## config.mk

```make
export PLATFORM = sky130hd
export DESIGN_NAME = packet_ring_queue
export DESIGN_NICKNAME = d
export VERILOG_FILES = /design/src/rtl/prq_pkg.sv /design/src/rtl/packet_ring_queue.sv /design/src/rtl/prq_ram.sv /design/src/rtl/prq_front.sv /design/src/rtl/prq_back.sv
export SDC_FILE = /design/constraint.sdc
export NUM_CORES = 2
export LEC_CHECK = 0
export BUFFER_PORTS_ARGS = -buffer_cell sky130_fd_sc_hd__buf_2
export CORE_AREA = 5 5 391 393
export DETAILED_ROUTE_END_ITERATION = 7
export DIE_AREA = 0 0 396 398
export GPL_TIMING_DRIVEN = 0
export PLACE_DENSITY = 0.76
export SLEW_MARGIN = 20
export SYNTH_ARGS = -nofsm -noshare
export SYNTH_HDL_FRONTEND = slang
export SYNTH_SLANG_ARGS = --single-unit
```

## constraint.sdc

```tcl
create_clock -name clk -period 5.1 [get_ports clk]
set_input_delay 0.255 -clock clk [delete_from_list [all_inputs] [get_ports clk]]
set_output_delay 0.255 -clock clk [all_outputs]
set_load 0.1 [all_outputs]
```

## src/rtl/prq_pkg.sv

```systemverilog
`timescale 1ns / 1ps
`default_nettype none
// ----------------------------------------------------------------------------
// prq_pkg
// Shared types and constants of the packet ring queue.
// ----------------------------------------------------------------------------
package prq_pkg;

  localparam int DEF_SLOTS      = 16;
  localparam int DEF_SLOT_BYTES = 16;

  localparam int CFG_IDX_W = 2;
  localparam int CFG_W     = 5;

  localparam logic [CFG_IDX_W-1:0] CFG_SLOT_COUNT = 2'd0;
  localparam logic [CFG_IDX_W-1:0] CFG_MAX_BYTES  = 2'd1;

  localparam logic [CFG_W-1:0] RST_SLOT_COUNT = 5'd16;
  localparam logic [CFG_W-1:0] RST_MAX_BYTES  = 5'd16;

  localparam logic [1:0] KIND_SEND  = 2'd0;
  localparam logic [1:0] KIND_RECV  = 2'd1;
  localparam logic [1:0] KIND_QUERY = 2'd2;

  localparam logic [6:0] ASM_SAT = 7'd127;

  typedef enum logic [2:0] {
    ST_OK    = 3'd0,
    ST_FULL  = 3'd1,
    ST_LONG  = 3'd2,
    ST_EMPTY = 3'd3,
    ST_SMALL = 3'd4
  } status_t;

  typedef enum logic [1:0] {
    OP_SEND,
    OP_RECV,
    OP_QUERY
  } op_t;

  typedef enum logic [1:0] {
    BK_IDLE,
    BK_LOOK,
    BK_STREAM
  } back_state_t;

  typedef struct packed {
    logic [1:0] kind;
    logic [7:0] data_byte;
    logic       last_byte;
    logic [6:0] buffer_length;
  } req_item_t;

  typedef struct packed {
    status_t    status;
    logic [7:0] byte_out;
    logic [4:0] length;
    logic       last;
  } rsp_item_t;

  typedef struct packed {
    op_t        op;
    logic [7:0] data_byte;
    logic       last_byte;
    logic [6:0] buffer_length;
  } cmd_t;

endpackage
`default_nettype wire

```

## src/rtl/packet_ring_queue.sv

```systemverilog
`timescale 1ns / 1ps
`default_nettype none
// ----------------------------------------------------------------------------
// packet_ring_queue
// Ring of fixed-size packet slots with stored lengths; send, receive, query.
//
//   channel  direction  handshake             payload
//   req      in         req_valid/req_ready   req_item_t
//   rsp      out        rsp_valid/rsp_ready   rsp_item_t
//   cfg      in         cfg_we                cfg_index, cfg_data
//
// A receive or query on a non-empty ring reads the slot length in IDLE and
// decides in LOOK; a delivered packet then streams one byte per cycle, while
// rsp_ready allows, from the single read port of the packet memory. A
// two-item command queue keeps taking items until it is full while the back
// end stalls on rsp_ready. Synchronous reset clears indexes and counts and
// sets both config registers to 16; memories are not cleared.
// ----------------------------------------------------------------------------
module packet_ring_queue
  import prq_pkg::*;
#(
  parameter int SLOTS      = DEF_SLOTS,
  parameter int SLOT_BYTES = DEF_SLOT_BYTES
) (
  input  wire logic                 clk,
  input  wire logic                 rst,
  input  wire logic                 req_valid,
  output logic                      req_ready,
  input  wire req_item_t            req,
  output logic                      rsp_valid,
  input  wire logic                 rsp_ready,
  output rsp_item_t                 rsp,
  input  wire logic                 cfg_we,
  input  wire logic [CFG_IDX_W-1:0] cfg_index,
  input  wire logic [CFG_W-1:0]     cfg_data
);

  logic q_valid;
  cmd_t q_cmd;
  logic q_pop;

  prq_front u_front (
    .clk       (clk),
    .rst       (rst),
    .req_valid (req_valid),
    .req_ready (req_ready),
    .req       (req),
    .q_valid   (q_valid),
    .q_cmd     (q_cmd),
    .q_pop     (q_pop)
  );

  prq_back #(.SLOTS(SLOTS), .SLOT_BYTES(SLOT_BYTES)) u_back (
    .clk       (clk),
    .rst       (rst),
    .q_valid   (q_valid),
    .q_cmd     (q_cmd),
    .q_pop     (q_pop),
    .rsp_valid (rsp_valid),
    .rsp_ready (rsp_ready),
    .rsp       (rsp),
    .cfg_we    (cfg_we),
    .cfg_index (cfg_index),
    .cfg_data  (cfg_data)
  );

endmodule
`default_nettype wire

```

## src/rtl/prq_ram.sv

```systemverilog
`timescale 1ns / 1ps
`default_nettype none
// ----------------------------------------------------------------------------
// prq_ram
// Simple dual-port RAM, one write port, one read port with registered data.
// ----------------------------------------------------------------------------
module prq_ram #(
  parameter int WIDTH  = 8,
  parameter int DEPTH  = 16,
  parameter int ADDR_W = (DEPTH > 1) ? $clog2(DEPTH) : 1
) (
  input  wire logic              clk,
  input  wire logic              we,
  input  wire logic [ADDR_W-1:0] waddr,
  input  wire logic [WIDTH-1:0]  wdata,
  input  wire logic              re,
  input  wire logic [ADDR_W-1:0] raddr,
  output logic      [WIDTH-1:0]  rdata
);

  logic [WIDTH-1:0] mem [DEPTH];

  always_ff @(posedge clk) begin
    if (we) begin
      mem[waddr] <= wdata;
    end
    if (re) begin
      rdata <= mem[raddr];
    end
  end

endmodule
`default_nettype wire

```

## src/rtl/prq_front.sv

```systemverilog
`timescale 1ns / 1ps
`default_nettype none
// ----------------------------------------------------------------------------
// prq_front
// Accepts request items, decodes the kind, queues known kinds (two deep).
// ----------------------------------------------------------------------------
module prq_front
  import prq_pkg::*;
(
  input  wire logic      clk,
  input  wire logic      rst,
  input  wire logic      req_valid,
  output logic           req_ready,
  input  wire req_item_t req,
  output logic           q_valid,
  output cmd_t           q_cmd,
  input  wire logic      q_pop
);

  cmd_t       ent [2];
  logic       wptr;
  logic       rptr;
  logic [1:0] cnt;
  logic       known;
  cmd_t       dec;
  logic       push;

  always_comb begin
    known             = 1'b1;
    dec.op            = OP_SEND;
    dec.data_byte     = req.data_byte;
    dec.last_byte     = req.last_byte;
    dec.buffer_length = req.buffer_length;
    case (req.kind)
      KIND_SEND:  dec.op = OP_SEND;
      KIND_RECV:  dec.op = OP_RECV;
      KIND_QUERY: dec.op = OP_QUERY;
      default:    known  = 1'b0;
    endcase
  end

  assign req_ready = (cnt != 2'd2);
  assign push      = req_valid && req_ready && known;
  assign q_valid   = (cnt != 2'd0);
  assign q_cmd     = ent[rptr];

  always_ff @(posedge clk) begin
    if (push) begin
      ent[wptr] <= dec;
    end
  end

  always_ff @(posedge clk) begin
    if (rst) begin
      wptr <= 1'b0;
      rptr <= 1'b0;
      cnt  <= 2'd0;
    end else begin
      if (push) begin
        wptr <= ~wptr;
      end
      if (q_pop) begin
        rptr <= ~rptr;
      end
      cnt <= cnt + {1'b0, push} - {1'b0, q_pop};
    end
  end

endmodule
`default_nettype wire

```

## src/rtl/prq_back.sv

```systemverilog
`timescale 1ns / 1ps
`default_nettype none
// ----------------------------------------------------------------------------
// prq_back
// Executes queued commands against the slot ring and drives the result register.
// ----------------------------------------------------------------------------
module prq_back
  import prq_pkg::*;
#(
  parameter int SLOTS      = DEF_SLOTS,
  parameter int SLOT_BYTES = DEF_SLOT_BYTES
) (
  input  wire logic                 clk,
  input  wire logic                 rst,
  input  wire logic                 q_valid,
  input  wire cmd_t                 q_cmd,
  output logic                      q_pop,
  output logic                      rsp_valid,
  input  wire logic                 rsp_ready,
  output rsp_item_t                 rsp,
  input  wire logic                 cfg_we,
  input  wire logic [CFG_IDX_W-1:0] cfg_index,
  input  wire logic [CFG_W-1:0]     cfg_data
);

  localparam int IW  = $clog2(SLOTS);
  localparam int FW  = $clog2(SLOTS + 1);
  localparam int BAW = $clog2(SLOTS * SLOT_BYTES);

  back_state_t state, state_next;

  logic [IW-1:0]  write_slot, write_slot_next;
  logic [IW-1:0]  read_slot, read_slot_next;
  logic [FW-1:0]  fill, fill_next;
  logic [6:0]     asm_cnt, asm_cnt_next;
  logic           overlong, overlong_next;
  logic [CFG_W-1:0] slot_count;
  logic [CFG_W-1:0] max_bytes;
  logic [IW-1:0]  str_slot, str_slot_next;
  logic [4:0]     str_len, str_len_next;
  logic [4:0]     str_cnt, str_cnt_next;
  logic           rd_pend, rd_pend_next;
  logic           rd_last, rd_last_next;
  rsp_item_t      load_item;
  logic           load;

  logic [FW-1:0]  eff_slots;
  logic [6:0]     eff_max;
  logic           full;
  logic           ofree;
  logic [4:0]     head_len;
  logic           move;
  logic           issue;

  logic           byte_we, byte_re;
  logic [BAW-1:0] byte_waddr, byte_raddr;
  logic [7:0]     byte_rdata;
  logic           len_we, len_re;
  logic [4:0]     len_rdata;

  function automatic logic [IW-1:0] advance(input logic [IW-1:0] idx,
                                            input logic [FW-1:0] lim);
    logic [FW:0] n;
    n = {1'b0, FW'(idx)} + 1'b1;
    if (n >= {1'b0, lim}) begin
      n = '0;
    end
    return IW'(n);
  endfunction

  function automatic logic [4:0] asm_cnt_next_commit();
    return 5'(asm_cnt + 7'd1);
  endfunction

  prq_ram #(.WIDTH(8), .DEPTH(SLOTS * SLOT_BYTES), .ADDR_W(BAW)) u_bytes (
    .clk   (clk),
    .we    (byte_we),
    .waddr (byte_waddr),
    .wdata (q_cmd.data_byte),
    .re    (byte_re),
    .raddr (byte_raddr),
    .rdata (byte_rdata)
  );

  prq_ram #(.WIDTH(5), .DEPTH(SLOTS), .ADDR_W(IW)) u_lens (
    .clk   (clk),
    .we    (len_we),
    .waddr (write_slot),
    .wdata (asm_cnt_next_commit()),
    .re    (len_re),
    .raddr (read_slot),
    .rdata (len_rdata)
  );

  always_comb begin
    if (slot_count == '0) begin
      eff_slots = FW'(1);
    end else if (int'(slot_count) > SLOTS) begin
      eff_slots = FW'(SLOTS);
    end else begin
      eff_slots = FW'(slot_count);
    end
    eff_max  = (int'(max_bytes) > SLOT_BYTES) ? 7'(SLOT_BYTES) : 7'(max_bytes);
    head_len = (int'(len_rdata) > SLOT_BYTES) ? 5'(SLOT_BYTES) : len_rdata;
  end

  assign full       = (fill >= eff_slots);
  assign ofree      = !rsp_valid || rsp_ready;
  assign byte_waddr = BAW'(int'(write_slot) * SLOT_BYTES + int'(asm_cnt));
  assign byte_raddr = BAW'(int'(str_slot) * SLOT_BYTES + int'(str_cnt));

  always_comb begin
    state_next      = state;
    write_slot_next = write_slot;
    read_slot_next  = read_slot;
    fill_next       = fill;
    asm_cnt_next    = asm_cnt;
    overlong_next   = overlong;
    str_slot_next   = str_slot;
    str_len_next    = str_len;
    str_cnt_next    = str_cnt;
    rd_pend_next    = rd_pend;
    rd_last_next    = rd_last;
    q_pop           = 1'b0;
    load            = 1'b0;
    load_item       = '{status: ST_OK, byte_out: 8'd0, length: 5'd0, last: 1'b1};
    byte_we         = 1'b0;
    byte_re         = 1'b0;
    len_we          = 1'b0;
    len_re          = 1'b0;
    move            = 1'b0;
    issue           = 1'b0;
    case (state)
      BK_IDLE: begin
        if (q_valid) begin
          case (q_cmd.op)
            OP_SEND: begin
              if (!q_cmd.last_byte || ofree) begin
                q_pop = 1'b1;
                if (asm_cnt < eff_max) begin
                  byte_we = !full;
                end else begin
                  overlong_next = 1'b1;
                end
                if (asm_cnt != ASM_SAT) begin
                  asm_cnt_next = asm_cnt + 7'd1;
                end
                if (q_cmd.last_byte) begin
                  load = 1'b1;
                  if (full) begin
                    load_item.status = ST_FULL;
                  end else if (overlong_next) begin
                    load_item.status = ST_LONG;
                  end else begin
                    load_item.length = 5'(asm_cnt_next);
                    len_we           = 1'b1;
                    write_slot_next  = advance(write_slot, eff_slots);
                    fill_next        = fill + FW'(1);
                  end
                  asm_cnt_next  = '0;
                  overlong_next = 1'b0;
                end
              end
            end
            OP_RECV, OP_QUERY: begin
              if (fill == '0) begin
                if (ofree) begin
                  q_pop            = 1'b1;
                  load             = 1'b1;
                  load_item.status = ST_EMPTY;
                end
              end else begin
                len_re     = 1'b1;
                state_next = BK_LOOK;
              end
            end
            default: q_pop = 1'b1;
          endcase
        end
      end
      BK_LOOK: begin
        if (ofree) begin
          q_pop      = 1'b1;
          state_next = BK_IDLE;
          load_item.length = head_len;
          if (q_cmd.op == OP_QUERY) begin
            load = 1'b1;
          end else if (q_cmd.buffer_length < 7'(head_len)) begin
            load             = 1'b1;
            load_item.status = ST_SMALL;
          end else begin
            read_slot_next = advance(read_slot, eff_slots);
            fill_next      = fill - FW'(1);
            if (head_len == 5'd0) begin
              load = 1'b1;
            end else begin
              str_slot_next = read_slot;
              str_len_next  = head_len;
              str_cnt_next  = 5'd0;
              state_next    = BK_STREAM;
            end
          end
        end
      end
      BK_STREAM: begin
        move  = rd_pend && ofree;
        issue = (str_cnt < str_len) && (!rd_pend || move);
        if (move) begin
          load               = 1'b1;
          load_item.byte_out = byte_rdata;
          load_item.length   = str_len;
          load_item.last     = rd_last;
        end
        if (issue) begin
          byte_re      = 1'b1;
          rd_last_next = (5'(str_cnt + 5'd1) == str_len);
          str_cnt_next = str_cnt + 5'd1;
        end
        rd_pend_next = issue || (rd_pend && !move);
        if (!issue && !rd_pend_next) begin
          state_next = BK_IDLE;
        end
      end
      default: state_next = BK_IDLE;
    endcase
  end

  always_ff @(posedge clk) begin
    if (rst) begin
      state      <= BK_IDLE;
      write_slot <= '0;
      read_slot  <= '0;
      fill       <= '0;
      asm_cnt    <= '0;
      overlong   <= 1'b0;
      rd_pend    <= 1'b0;
      rsp_valid  <= 1'b0;
      slot_count <= RST_SLOT_COUNT;
      max_bytes  <= RST_MAX_BYTES;
    end else begin
      state      <= state_next;
      write_slot <= write_slot_next;
      read_slot  <= read_slot_next;
      fill       <= fill_next;
      asm_cnt    <= asm_cnt_next;
      overlong   <= overlong_next;
      rd_pend    <= rd_pend_next;
      if (load) begin
        rsp_valid <= 1'b1;
      end else if (rsp_ready) begin
        rsp_valid <= 1'b0;
      end
      if (cfg_we && cfg_index == CFG_SLOT_COUNT) begin
        slot_count <= cfg_data;
      end
      if (cfg_we && cfg_index == CFG_MAX_BYTES) begin
        max_bytes <= cfg_data;
      end
    end
  end

  always_ff @(posedge clk) begin
    str_slot <= str_slot_next;
    str_len  <= str_len_next;
    str_cnt  <= str_cnt_next;
    rd_last  <= rd_last_next;
    if (load) begin
      rsp <= load_item;
    end
  end

  a_fill_bound: assert property (@(posedge clk) disable iff (rst)
    int'(fill) <= SLOTS)
    else $error("fill count above slot capacity");

  a_pend_stream: assert property (@(posedge clk) disable iff (rst)
    rd_pend |-> state == BK_STREAM)
    else $error("byte read pending outside stream");

  a_load_free: assert property (@(posedge clk) disable iff (rst)
    load |-> (!rsp_valid || rsp_ready))
    else $error("result register overwritten");

  a_pop_valid: assert property (@(posedge clk) disable iff (rst)
    q_pop |-> q_valid)
    else $error("pop from empty command queue");

  a_stream_cnt: assert property (@(posedge clk) disable iff (rst)
    state == BK_STREAM |-> str_cnt <= str_len && str_len != 5'd0)
    else $error("stream counter out of range");

endmodule
`default_nettype wire

```

==> Word-level counts from Yosys, hierarchy flattened <==
Memories as Yosys holds them, arrays and structs flattened. A register that Yosys moved wholly into a read port is not among the register bits.
Cells that the tools add are included.
{ "op_classes": {"reduce_logical": 43, "n_mux": 106, "n_lt_le_gt_ge": 9, "n_bitwise": 7, "n_eq_ne": 24, "addsub": 10} }
{ "op_table": {"columns": ["cell", "n"], "rows": [
  ["$mux W5", 25],
  ["$mux W1", 47],
  ["$mux W3", 8],
  ["$mux W2", 10],
  ["$ne A2 B2 Y1 const B", 10],
  ["$pmux W5 S2", 2],
  ["$ge A5 B5 Y1", 3],
  ["$gt A5 B5 Y1 const B", 3],
  ["$logic_not A5 Y1", 3],
  ["$pmux W5 S3", 1],
  ["$reduce_and A5 Y1", 3],
  ["$mux W7", 2],
  ["$pmux W3 S2", 2],
  ["$add A4 B1 Y5 const B", 2],
  ["$add A5 B1 Y5 const B", 2],
  ["$ne A2 B1 Y1 const B", 5],
  ["$reduce_and A10 Y1", 1],
  ["$reduce_bool A2 Y1", 5],
  ["$add A8 B5 Y8", 1],
  ["$add A8 B7 Y8", 1],
  ["$eq A2 B1 Y1 const B", 4],
  ["$logic_and A1 B1 Y1", 8],
  ["$logic_not A2 Y1", 4],
  ["$mux W4", 2],
  ["24 further kinds", 45]
]} }
{ "word_totals": {"out_inout_bits": 19, "ramBits": 2164, "in_bits": 30, "word_cells": 224, "regBits": 71, "mem_count": 3} }
{ "memory_table": {"columns": ["name", "words", "word_bits", "read_ports", "rd_ports_with_merged_regs", "write_ports", "line", "rtl"], "rows": [
  ["u_back.u_bytes.mem", 256, 8, 1, 1, 1, "prq_ram.sv:21", "logic [WIDTH-1:0] mem [DEPTH];"],
  ["u_back.u_lens.mem", 16, 5, 1, 1, 1, "prq_ram.sv:21", null],
  ["u_front.ent", 2, 18, 1, 1, 1, "prq_front.sv:20", "cmd_t ent [2];"]
]} }

==> Depth between registers and ports, before layout <==
{ "depth": {"word_depth": 17, "mapped_depth": 13, "depth_no_buf": 11} }

==> Hierarchy <==
Synthesis repeated with hierarchy kept, for this count alone.
{ "unflattened": {"cells_unflattened": 4394, "hier_area_um2": 88481.1} }
{ "modules_own_cells": {"columns": ["mod", "instances", "area_per_inst_um2", "cells_each", "seq_area_each_um2"], "rows": [
  ["prq_ram at u_back.u_bytes", 1, 79636.4, 3733, 61739.2],
  ["prq_back", 1, 4025.1, 420, 1661.6],
  ["prq_ram at u_back.u_lens", 1, 3263.1, 155, 2552.4],
  ["prq_front", 1, 1556.5, 86, 1181.1]
]} }

==> Least setup slack after synthesis <==
OpenSTA, ideal clock, no wires.
{ "synth_timing": {"kind": "reg-to-reg", "startpoint": "reg (tool-made name)", "endpoint": "reg u_back.rsp[0] (netlist name)", "required_ns": 4.702, "setup_time_ns": 0.398, "arrival_time_ns": 3.243, "path_buffers": 2, "setup_slack_ns": 1.459, "path_stages_with_launch": 10, "period_less_slack_ns": 3.641, "path_cell_list": "dfxtp_1 > clkbuf_1 > buf_1 > mux2_2 > ha_1 > a21oi_1 > o21ai_0 > a41oi_1 > a211oi_1 > o211ai_1"} }

==> metrics.md <==
| Metric | Value |
|---|---|
| Status | `complete, but fails checks` |
| Failing checks | `design-rule violations` |
| RSZ-0062 raised after global routing | `true` |
| Clk pwr share | `37.0%` |
| Clock sink count | `2249` |
| DIE WIDTH | `396 µm` |
| FFs w/ async S/R, synth | `0%` |
| Placer Congestion | `0.958` |
| Endpoints failing hold | `0` |
| CP endpoint kind | `flop` |
| Worst-path cell chain | `buf_2 -> mux2i_1 -> ha_1 -> nand3_1 -> nor3_4 -> buf_4 -> nand3_2 -> buf_2 -> nor2_2` |
| First-pass iteration count of the detailed router | `8` |
| Number of synthesized flops with an enable pin | `2209` |
| Most frequent CP cell | `buf_2` |
| Period utilization | `98.4%` |
| Flops & latches, synth | `2249` |
| Synth Net Count | `4356` |
| Min-Delay Path Depth | `4` |
| Sw frac | `23.5%` |
| CTS Buffer Depth | `3` |
| FILL cells | `9213` |
| Max IR drop VDD | `0.000367 V` |
| GRT Overall Usage | `28.2%` |
| WL per Instance | `32.8 µm` |
| Post-synth top area cell | `edfxtp_1` |
| Hold path endpoint | `u_back.rsp_valid` |
| Worst-Margin Slew | `1.27 ns` |
| Vias in the first global route | `46000` |
| Combinational Power Share | `8.5%` |
| Post-Syn Instances | `4273` |
| R2r endpoint | `u_back.u_bytes.mem[248][5]` |
| Vias/cell | `6.88` |
| Area growth from synthesis to layout | `12.0%` |
| Syn_area_per_cell | `20.7 µm²` |
| Via count | `46200` |
| Synth top area share | `74.9%` |
| Ratio of cells with drive above 1 in the final layout | `23.6%` |
| Antenna-violating nets left | `0` |
| Storage element area | `67100 µm²` |
| Initial antenna violation count | `5` |
| Critical path startpoint category | `flop` |
| GR Overflow Total | `0` |
| Switch Pwr | `9.33 mW` |
| Num CTS Buffers | `210` |
| Warnings, synthesis | `0` |
| Reg2reg setup slack | `0.08 ns` |
| # DRC | `31` |
| Lkg Pwr | `31.0 nW` |
| Routed WL | `220 mm` |
| Power Density | `400 nW/µm²` |
| Power share of the sequential group | `54.4%` |
| Htree depth | `4` |
| Design Power | `39.7 mW` |
| Final setup viols | `0` |
| Root buffer cell | `clkbuf_16` |
| Synth top area cells | `edfxtp_1 (75%), mux4_2 (14%), mux2i_1 (1.8%)` |
| # port buffers | `47` |
| Setup Skew | `0.0346 ns` |
| Top cells by instance count after synthesis | `edfxtp_1 (2209), mux4_2 (537), nor2_1 (317), mux2i_1 (155), clkbuf_1 (145)` |
| Num rows | `142` |
| Area of the multi-input gates | `20700 µm²` |
| DR iter-0 viols | `6314` |
| Later-pin clock latency in the skew report | `0.84 ns` |
| Required time of the critical path | `5.57 ns` |
| Ys flop type | `edfxtp_1` |
| Area post-placement | `92000 µm²` |
| Worst path max stage delay | `0.64 ns` |
| Register area share after synthesis | `75.8%` |
| Hold Startpoint | `rsp_ready` |
| Max-slew violations | `0` |
| Dpl hpwl | `140 mm` |
| Cells on worst reg2reg path | `9` |
| IO Pins | `49` |
| CP Max Fanout | `10` |
| Final #Nets | `4683` |
| Min-delay worst type | `in2reg` |
| Largest net degree at the start of global routing | `121` |
| Yosys cell types | `62` |
| CTS tree | `yes` |
| Post-route cell area | `99100 µm²` |
| Synthesized area | `88500 µm²` |
| Max Freq | `199 MHz` |
| Initial core utilization | `59.4%` |
| Die Ht | `398 µm` |
| Most common cell in the synthesized netlist | `edfxtp_1` |
| First-pass GRT wire length | `319 mm` |
| Clock Pin Slew Worst Setup and Hold Paths | `0.06 ns` |
| Core area | `149000 µm²` |
| Final min period | `5.02 ns` |
| Die area | `158000 µm²` |
| Headroom to the max-slew limit | `15.4%` |
| Critical path class | `reg2reg` |
| P_int | `30.4 mW` |
| Critical path arrival | `5.49 ns` |
| Critical Path Slowest Stage Cell | `dfxtp_1` |
| Hold WS | `0.0996 ns` |
| Max Cap Viol | `0` |
[flip-flops by register name (all words and copies together), names as in the netlist, 2 cells and up, named ones only]
| signal | count |
|---|---|
| u_back.asm_cnt | 7 |
| u_back.fill | 5 |
| u_back.max_bytes | 5 |
| u_back.read_slot | 4 |
| u_back.rsp | 17 |
| u_back.slot_count | 5 |
| u_back.state | 2 |
| u_back.str_cnt | 5 |
| u_back.str_len | 5 |
| u_back.str_slot | 4 |
| u_back.u_bytes.mem | 2048 |
| u_back.u_bytes.rdata | 8 |
| u_back.u_lens.mem | 80 |
| u_back.u_lens.rdata | 5 |
| u_back.write_slot | 4 |
| u_front.cnt | 2 |
| u_front.ent | 36 |
[cell type report]
type / count / area share [%]
Tap cell: 1944 / 2.45
Antenna cell: 4 / 0.0101
Timing Repair Buffer: 116 / 1.25
Inverter: 32 / 0.121
Buffer: 259 / 1.13
Sequential cell: 2249 / 67.7
Clock buffer: 266 / 5.60
Multi-Input combinational cell: 1732 / 20.9
Clock inverter: 110 / 0.776
[repair_timing]
action / CTS / global route
setup endpoints to repair: 1744 / 760
buffers inserted: 6 / 0
cloned: 0 / 0
hold buffers: 36 / 0
resized for setup: 95 / 52
endpoints found under the hold margin: 50 / 0
pin swaps: 2 / 0
[layer usage]
layer | track usage, % | wire length (µm)
met1 | 38.1 | 79500
met5 | 0 | 13
met2 | 44.2 | 105000
met3 | 7.53 | 25400
met4 | 12.2 | 10300
[power groups by stage]
stage                     logic, mW  registers (mW)  clock network [mW]
after global routing           3.56            21.6                15.6
after detailed placement       3.33            22.0                   0
after global placement         2.91            22.3                   0
after floorplan                1.55            22.4                   0
after CTS                      3.36            21.6                14.7
final                          3.38            21.6                14.7
[metrics by stage]
stage / setup TNS (ns) / util, % / setup slack, ns / std cells
2_1_floorplan: 0 / - / 1.46 / 4273
3_3_place_gp: -1656.60 / 61.2 / -0.962 / 6264
3_5_place_dp: -647.58 / 61.7 / -0.974 / 6291
4_1_cts: -5.67 / 66.4 / -0.135 / 6708
5_1_grt: -1.35 / 66.5 / -0.0382 / 6708
6_report: 0 / 66.5 / 0.0801 / 6712
[critical path, delay by kind of cell, from the launching register on]
kind | cells | cell delay, ns
and+or+nand+nor | 4 | 1.92
DFF | 1 | 0.64
adders and majority gates | 1 | 0.32
muxes | 1 | 0.38
buffers and inverters | 3 | 1.32
[kinds of logic (layout without fill, tap and decap cells)]
| kind of cell | after synthesis | count (layout) | synth area share (%) |
|---|---|---|---|
| other | 0 | 4 | 0 |
| and+or+nand+nor | 683 | 683 | 3.99 |
| xor gates and xnor gates | 29 | 29 | 0.287 |
| muxes | 705 | 705 | 15.6 |
| AOI/OAI and AO/OA | 262 | 262 | 2.15 |
| adders and majority gates | 53 | 53 | 0.766 |
| DFF | 2249 | 2249 | 75.8 |
| buffers and inverters | 292 | 783 | 1.38 |
[how the worst max path moves through the flow]
stage	start	endpoint	slack (ns)	cells after the start
3_5_place_dp	flop	u_back.u_bytes.mem[156][0]	-0.97	10
5_1_grt	flop	u_back.u_bytes.mem[248][4]	-0.04	9
6_report	flop	u_back.u_bytes.mem[248][5]	0.08	9
3_3_place_gp	flop	u_back.u_bytes.mem[220][3]	-0.96	9
2_1_floorplan	flop	u_back.rsp[0]	1.46	9
4_1_cts	flop	u_back.u_bytes.mem[83][1]	-0.13	9
[layout by cell type (no fill, tap or decap), types with 51 or more instances in the layout]
| master | netlist | final |
|---|---|---|
| mux2i_1 | 155 | 155 |
| nand4_1 | 100 | 100 |
| ha_1 | 51 | 51 |
| nor2_2 | 1 | 79 |
| mux4_2 | 537 | 537 |
| clkbuf_1 | 145 | 189 |
| a22oi_1 | 55 | 55 |
| edfxtp_1 | 2209 | 2209 |
| nand4b_1 | 64 | 64 |
| clkbuf_16 | 0 | 214 |
| clkinv_1 | 0 | 56 |
| buf_2 | 72 | 116 |
| nor2_1 | 317 | 212 |
Note: power is estimated with default switching activity, not from simulation.
